<file path="config.mk">
export PLATFORM = sky130hd
export DESIGN_NAME = wcg_front
export DESIGN_NICKNAME = d
export VERILOG_FILES = /design/src/hw/rtl/wcg_pkg.sv /design/src/hw/rtl/wcg_front.sv
export SDC_FILE = /design/constraint.sdc
export NUM_CORES = 1
export LEC_CHECK = 0
export ABC_AREA = 1
export BUFFER_PORTS_ARGS = -buffer_cell sky130_fd_sc_hd__buf_2
export CELL_PAD_IN_SITES_DETAIL_PLACEMENT = 0
export CELL_PAD_IN_SITES_GLOBAL_PLACEMENT = 2
export CORE_MARGIN = 2
export CORE_UTILIZATION = 43
export CTS_CLUSTER_SIZE = 28
export DETAILED_ROUTE_END_ITERATION = 16
export PLACE_DENSITY = 0.91
export SYNTH_ARGS = -nofsm -noshare
export SYNTH_HDL_FRONTEND = slang
export SYNTH_SLANG_ARGS = --single-unit
export TNS_END_PERCENT = 30
</file>
<file path="constraint.sdc">
create_clock -name clk -period 4.2 [get_ports clk]
set_clock_uncertainty 0.2 [all_clocks]
set_input_delay 0.84 -clock clk [delete_from_list [all_inputs] [get_ports clk]]
set_output_delay 0.84 -clock clk [all_outputs]
set_load 0.01 [all_outputs]
</file>
<file path="src/hw/rtl/wcg_pkg.sv">
package wcg_pkg;

    // Field and register widths
    localparam int IDX_W   = 12;
    localparam int LEN_W   = 13;
    localparam int M_W     = 12;
    localparam int COEF_W  = 16;
    localparam int WIN_W   = 3;

    localparam int MAX_LENGTH     = 4096;
    localparam int COEF_FRAC_BITS = 15;
    localparam int PHASE_BITS     = 16;

    // Divider: quotient up to 1.0 in Q30, denominator up to (N-1)^2
    localparam int Q_FRAC = 30;
    localparam int DEN_W  = 2 * M_W;
    localparam int D_W    = M_W + 1;
    localparam int D2_W   = 2 * D_W;
    localparam int Q_W    = Q_FRAC + 1;
    localparam int NUM_W  = DEN_W + Q_W;

    // Cosine datapath
    localparam int ANG_W        = 32;
    localparam int Z_W          = 34;
    localparam int XY_W         = 33;
    localparam int COEFK_W      = 32;
    localparam int V_W          = XY_W + COEFK_W - Q_FRAC;
    localparam int NUM_HARM     = 3;
    localparam int CORDIC_STEPS = 30;
    localparam longint CORDIC_GAIN = 652032874;

    localparam int QUEUE_DEPTH = 4;
    localparam int QPTR_W      = $clog2(QUEUE_DEPTH);

    localparam longint ONE_Q30 = longint'(1) <<< Q_FRAC;

    // Window constants in Q30, rounded half up
    localparam longint HAM_A0 = ((longint'(25) <<< Q_FRAC) + 46 / 2) / 46;
    localparam longint BLK_A0 = ((longint'(42) <<< Q_FRAC) + 100 / 2) / 100;
    localparam longint BLK_A1 = ((longint'(1) <<< Q_FRAC) + 2 / 2) / 2;
    localparam longint BLK_A2 = ((longint'(8) <<< Q_FRAC) + 100 / 2) / 100;
    localparam longint BH_A0  = ((longint'(35875) <<< Q_FRAC) + 100000 / 2) / 100000;
    localparam longint BH_A1  = ((longint'(48829) <<< Q_FRAC) + 100000 / 2) / 100000;
    localparam longint BH_A2  = ((longint'(14128) <<< Q_FRAC) + 100000 / 2) / 100000;
    localparam longint BH_A3  = ((longint'(1168) <<< Q_FRAC) + 100000 / 2) / 100000;

    // Arctangents in units of 2^-32 turn
    localparam int ATAN_TURNS [CORDIC_STEPS] = '{
        536870912, 316933406, 167458907, 85004756, 42667331, 21354465,
        10679838, 5340245, 2670163, 1335087, 667544, 333772, 166886, 83443,
        41722, 20861, 10430, 5215, 2608, 1304, 652, 326, 163, 81, 41, 20,
        10, 5, 3, 1
    };

    typedef enum logic [WIN_W-1:0] {
        WIN_HAMMING         = 3'd0,
        WIN_HANN            = 3'd1,
        WIN_CONSTANT        = 3'd2,
        WIN_BARTLETT        = 3'd3,
        WIN_BLACKMAN        = 3'd4,
        WIN_BLACKMAN_HARRIS = 3'd5,
        WIN_WELCH           = 3'd6
    } win_t;

    typedef enum logic {
        REG_WINDOW_TYPE   = 1'b0,
        REG_WINDOW_LENGTH = 1'b1
    } cfg_reg_t;

    typedef logic signed [Z_W-1:0]  zval_t;
    typedef logic signed [XY_W-1:0] xyval_t;

    typedef struct packed {
        logic [IDX_W-1:0] index;
        logic [M_W-1:0]   m;
        logic [WIN_W-1:0] win;
        logic             oor;
        logic             one;
    } entry_t;

    typedef struct packed {
        logic [WIN_W-1:0] win;
        logic             oor;
        logic             one;
        logic [Q_W-1:0]   q;
    } tag_t;

    // Weight of one cosine harmonic, negated when the angle was folded
    function automatic logic signed [COEFK_W-1:0] lane_coef(
        input logic [WIN_W-1:0] win,
        input int               lane,
        input logic             neg
    );
        longint c;
        c = 0;
        unique case (win)
            WIN_HAMMING: begin
                if (lane == 0) c = ONE_Q30 - HAM_A0;
            end
            WIN_BLACKMAN: begin
                if (lane == 0)      c = BLK_A1;
                else if (lane == 1) c = BLK_A2;
            end
            WIN_BLACKMAN_HARRIS: begin
                if (lane == 0)      c = BH_A1;
                else if (lane == 1) c = BH_A2;
                else                c = BH_A3;
            end
            default: c = 0;
        endcase
        if (neg) c = -c;
        return COEFK_W'(c);
    endfunction

    function automatic logic signed [V_W-1:0] base_q30(input logic [WIN_W-1:0] win);
        longint c;
        unique case (win)
            WIN_HAMMING:         c = HAM_A0;
            WIN_BLACKMAN:        c = BLK_A0;
            WIN_BLACKMAN_HARRIS: c = BH_A0;
            default:             c = 0;
        endcase
        return V_W'(c);
    endfunction

endpackage

</file>
<file path="src/hw/rtl/wcg_front.sv">
module wcg_front (
    input  logic                        clk,
    input  logic                        rst_n,
    input  logic                        in_valid,
    output logic                        in_ready,
    input  logic [wcg_pkg::IDX_W-1:0]   sample_index,
    input  logic                        cfg_we,
    input  logic                        cfg_index,
    input  logic [wcg_pkg::LEN_W-1:0]   cfg_data,
    output logic                        head_valid,
    output wcg_pkg::entry_t             head,
    input  logic                        pop
);
    import wcg_pkg::*;

    logic [WIN_W-1:0]    win_type_reg;
    logic [LEN_W-1:0]    win_length_reg;
    entry_t              queue_reg [QUEUE_DEPTH];
    logic [QPTR_W-1:0]   wr_ptr_reg;
    logic [QPTR_W-1:0]   rd_ptr_reg;
    logic [QPTR_W:0]     count_reg;
    logic [QPTR_W:0]     count_next;
    logic                push;
    logic [LEN_W-1:0]    len_eff;
    entry_t              entry_c;

    always_ff @(posedge clk or negedge rst_n)
    begin
        if (!rst_n)
        begin
            win_type_reg   <= WIN_W'(WIN_HAMMING);
            win_length_reg <= LEN_W'(1);
        end
        else if (cfg_we)
        begin
            unique case (cfg_index)
                REG_WINDOW_TYPE:   win_type_reg   <= cfg_data[WIN_W-1:0];
                REG_WINDOW_LENGTH: win_length_reg <= cfg_data;
                default:           win_length_reg <= win_length_reg;
            endcase
        end
    end

    // Classify the beat on the way in
    always_comb
    begin
        len_eff = (win_length_reg > LEN_W'(MAX_LENGTH)) ? LEN_W'(MAX_LENGTH)
                                                        : win_length_reg;
        entry_c.index = sample_index;
        entry_c.m     = M_W'(len_eff - LEN_W'(1));
        entry_c.win   = win_type_reg;
        entry_c.oor   = LEN_W'(sample_index) >= len_eff;
        entry_c.one   = len_eff == LEN_W'(1);
    end

    assign in_ready   = count_reg != (QPTR_W + 1)'(QUEUE_DEPTH);
    assign push       = in_valid && in_ready;
    assign head_valid = count_reg != '0;
    assign head       = queue_reg[rd_ptr_reg];

    always_comb
    begin
        count_next = count_reg;
        if (push && !pop)      count_next = count_reg + 1'b1;
        else if (!push && pop) count_next = count_reg - 1'b1;
    end

    always_ff @(posedge clk or negedge rst_n)
    begin
        if (!rst_n)
        begin
            wr_ptr_reg <= '0;
            rd_ptr_reg <= '0;
            count_reg  <= '0;
        end
        else
        begin
            if (push) wr_ptr_reg <= wr_ptr_reg + 1'b1;
            if (pop)  rd_ptr_reg <= rd_ptr_reg + 1'b1;
            count_reg <= count_next;
        end
    end

    always_ff @(posedge clk)
    begin
        if (push) queue_reg[wr_ptr_reg] <= entry_c;
    end

endmodule

</file>
After elaboration in Yosys (flattened, before gate mapping)
Memories as Yosys holds them, arrays and structs flattened.
Index checks and enable logic that the tools add are counted.
- flip-flop bits (word level): 23
- RAM bits: 116
- input port bits: 31
- output and inout bits: 31
- word-level logic and storage cells: 30
- memories kept: 1
- add/sub/neg operators: 5
- $lt $le $gt $ge: 2
- eq/ne operators: 2
- multiplexer cells: 5
- bitwise logic cells: 1
- reduce and logical (&&, ||, !) cells: 9
- memory list (name ; depth ; width ; read ports ; clocked after Yosys merged registers in ; wr ports ; line ; source):
    queue_reg ; 4 ; 29 ; 1 ; 0 ; 1 ; wcg_front.sv:18 ; entry_t queue_reg [QUEUE_DEPTH];
- operators with widths (operator ; count):
    13-bit by 1-bit equality test with 1-bit output (second input constant) ; 1
    12-bit by 13-bit greater-or-equal comparator with 1-bit output ; 1
    13-bit > comparator (second input constant) ; 1
    13-bit 2-to-1 mux ; 1
    12-bit by 1-bit subtractor with 12-bit output (second input constant) ; 1
    3-bit 2-to-1 mux ; 2
    2-bit by 1-bit adder with 2-bit output (second input constant) ; 2
    2-bit AND reduction ; 2
    3-bit by 1-bit adder with 3-bit output (second input constant) ; 1
    1-bit logical AND ; 3
    3-bit inequality test (second input constant) ; 1
    3-bit nonzero test ; 1
    3-bit by 1-bit subtractor with 3-bit output (second input constant) ; 1
    1-bit logical NOT ; 2
    1-bit 2-to-1 mux ; 2
    2-bit nonzero test ; 1
    1-bit inverter ; 1

Longest topological paths before layout
- depth after elaboration: 6
- mapped depth: 14
- mapped depth without buffers: 13

Worst setup path after synthesis
No wires, ideal clock.
- kind: input to register
- from: input in_valid
- to: memory queue_reg[0][0] (netlist bit), enable pin
- setup time: 0.415 ns
- arrival: 2.215 ns
- data required time: 3.585 ns
- slack: 1.370 ns
- stages: 2
- buffers on the path: 0
- cell sequence: nand2_1 > nor2_1
- word-level cells in the longest chain between the ends: 3
- RTL lines (element ; line ; source):
    from (decl) ; wcg_front.sv:4 ; input logic in_valid,
    1-bit logical AND ; wcg_front.sv:57 ; assign push = in_valid && in_ready;
    1-bit 2-to-1 mux ; wcg_front.sv:86 ; if (push) queue_reg[wr_ptr_reg] <= entry_c;
    1-bit 2-to-1 mux (not written as such) ; wcg_front.sv:86 ;
    to (decl) ; wcg_front.sv:18 ;
No other way between the ends.

==> reports/metrics.yaml <==
critical_path:
  start_kind: "flip-flop"
  critPathLaunch: "rd_ptr_reg[0]"
  worstSetupPathDepth: 5
  endpoint: "head[8]"
  slowest_delay_ns: 0.58
  crit_chain: "inv_1 > buf_4 > o21ai_0 > o22ai_1 > buf_2"
  crit_family: "buffers and inverters"
  cpMaxStageDelayCell: "inv_1"
  cp_max_fo: 28
  r2r_start: "win_length_reg[5]"
  crit_buf_inv: 3
  setup.worst_path.end_class: "output port"
  worstPathRequired_ns: 3.16
  rrSetupSlack_ns: 1.53
  path_class: "reg -> out"
  r2r_end: "queue_reg[2][1]"
  reg2regPathDepth: 13
  critPathArrivalTime_ns: 2.18
clock_network:
  cts_max_path_buffers: 2
  cts_made_buffers: 17
  root_buffer: "clkbuf_16"
  cts_tree: "done"
  cts.repair.resized: 0
  cts_hold_buf: 0
  clk-insertion-delay-late_ns: 0.42
  post_cts_buffers: 0
  clk_pin_slew_ns: 0.06
  h-tree-depth: 4
  cts_sinks: 139
placed_design:
  placed_area_um2: 6450
  dp.final_hpwl_um: 7880
  port_buffers: 61
  globalplace.congestion: 0.876
  pre_cts_slack_ns: 1.37
yosys:
  synth_compound_area_frac: 0.111
  synthSimpleGateAreaFrac: 0.100
  ys_warn_count: 0
  seq_area_frac_synth: 0.682
  syn_avg_cell_area_um2: 12.0
  synth_adder_area_share: 0.0433
  synth_top_family_by_area: "compound AO/OA/AOI/OAI gates"
  synth-xor-area-share: 0.0162
  syn_area_um2: 5960
  synth-seq-cells: 139
  synth_cell_type_count: 30
  syn_inst: 495
  muxShareOfSynthArea: 0.00945
  syn_nets: 546
grt:
  grt-ovfl-total: 0
  grt_antenna_before_repair: 0
  grt_pass1_vias: 3824
  grt_max_degree: 61
  grt.total_usage: 0.179
  grt_pass1_wl_um: 19500
timing:
  maxSlewViolCount: 0
  grt_setup_unrepaired: "no"
  fin_crit_ns: 3.22
  finalSetupViolations: 0
  tightest_slew_ns: 0.937
  tns_ns: 0
  fmax_ghz: 0.310
  layout_setup_ws_ns: 0.977
  hold_violations: 0
  post-route-period-util: 0.767
  maxSlewHeadroom: 0.375
finish:
  fin_util: 0.514
  final.fill_count: 1214
  nNetsFinal: 612
  diodes: 0
  area_growth_pct: 18.5
  largest_register_ffs: 116
  fin_area_um2: 7060
  drive_gt1_frac: 0.205
flow_run:
  max-cap-violations: 0
floorplan:
  initial_core_util: 0.434
  rows: 43
  design.core.area_um2: 13700
  die-area_um2: 14800
  boundaryPins: 62
  die_x_um: 122
  die_y_um: 122
drt:
  wl_um: 12400
  drt-pass1-iter-count: 4
  route.vias.total: 3861
  post_drt_wl_per_cell_um: 16.5
  ant_nets: 0
  drc_errors: 0
  viasPerCell: 5.13
  drt_iter0_markers: 317
worst_hold_path:
  hp-class: "in -> async"
outcome:
  status: "finished, final reports clean"
pwr:
  p_per_area_nw_per_um2: 704
  peakVddDrop_mv: 0.350
  p_leak_nw: 2.70
stage by stage:
stage               std cells  hold WS [ns]  power [mW]
floorplan                 495         0.276        2.94
global placement          722         0.303        3.45
detailed placement        722         0.315        3.51
CTS                       752         0.202        5.04
global route              752         0.214        5.28
finish                    752         0.197        4.97
per-layer routing:
| layer | global-route usage | share of wire | vias to the layer above |
|---|---|---|---|
| li1 | - | - | 1900 |
| met1 | 0.223 | 0.43 | 1836 |
| met2 | 0.291 | 0.48 | 108 |
| met3 | 0.0599 | 0.069 | 17 |
| met4 | 0.0639 | 0.016 | 0 |
| met5 | 0 | 0 | - |
layout make-up:
class	count	area, um2	area share
Sequential cell	139	4060	0.575
Inverter	34	128	0.0181
Clock buffer	18	429	0.0608
Tap cell	180	225	0.0319
Timing Repair Buffer	69	365	0.0518
Multi-Input combinational cell	300	1680	0.237
Clock inverter	12	175	0.0248
worst register-to-register path: cells and delay by family (launching register included):
family          cells  cell delay (ns)
simple gates        8             0.97
flops               1             0.46
compound gates      4             0.42
fa+ha+maj           1             0.33
synthesized netlist by cell type, drive strengths merged:
library cell    n  area, um2
a21oi          15       75.1
dfrtp          22        551
nand3          11       55.1
fa              1       20.0
nor3            5       30.0
edfxtp        116       3480
ha             19        238
inv            34        128
o21bai          2       15.0
buf             4       35.0
a22oi           1       12.5
clkbuf         18       67.6
nand2          45        186
nand4           4       25.0
dfstp           1       26.3
o22ai          29        181
mux2            5       56.3
nor2           77        294
o41ai           1       8.76
xor2            7       61.3
xnor2           4       35.0
o21ai          73        365
nor4            1       6.26
cell families (layout without fill, tap and decap cells):
logic type	count (synthesis)	after routing
adders and majority gates	20	20
AOI/OAI and AO/OA	121	121
muxes	5	5
DFF	139	139
buffers and inverters	56	133
xor gates and xnor gates	11	11
and+or+nand+nor	143	143
power by group:
part	switching (mW)	total (mW)	internal [mW]
Clock	0.534	1.52	0.982
Combinational	1.00	1.50	0.502
Sequential	0.100	1.95	1.85
Total	1.64	4.97	3.34
worst min-delay path by stage:
stage                                  from                 to  slack, ns  cells past startpoint
after global placement      win_type_reg[1]    queue_reg[0][3]       0.30                      0
after detailed placement  win_length_reg[0]  win_length_reg[0]       0.32                      2
after CTS                             rst_n    win_type_reg[1]       0.20                      1
after global routing                  rst_n    win_type_reg[1]       0.21                      1
final                                 rst_n    win_type_reg[1]       0.20                      1
after floorplan             win_type_reg[0]    queue_reg[0][2]       0.28                      0
placed cells by master (no fill, tap or decap), types with 4 or more instances in the layout:
cell type	count
edfxtp_1	116
nor2_1	71
o21ai_0	71
buf_2	61
nand2_1	40
inv_1	33
o22ai_1	29
dfrtp_1	22
ha_1	19
clkbuf_16	17
a21oi_1	15
nand3_1	11
buf_4	8
xor2_1	7
nor2_2	6
mux2_2	5
nand2_2	4
nor3_1	4
nand4_1	4
xnor2_1	4
bufinv_16	4
Note: power is estimated with default switching activity, not from simulation.
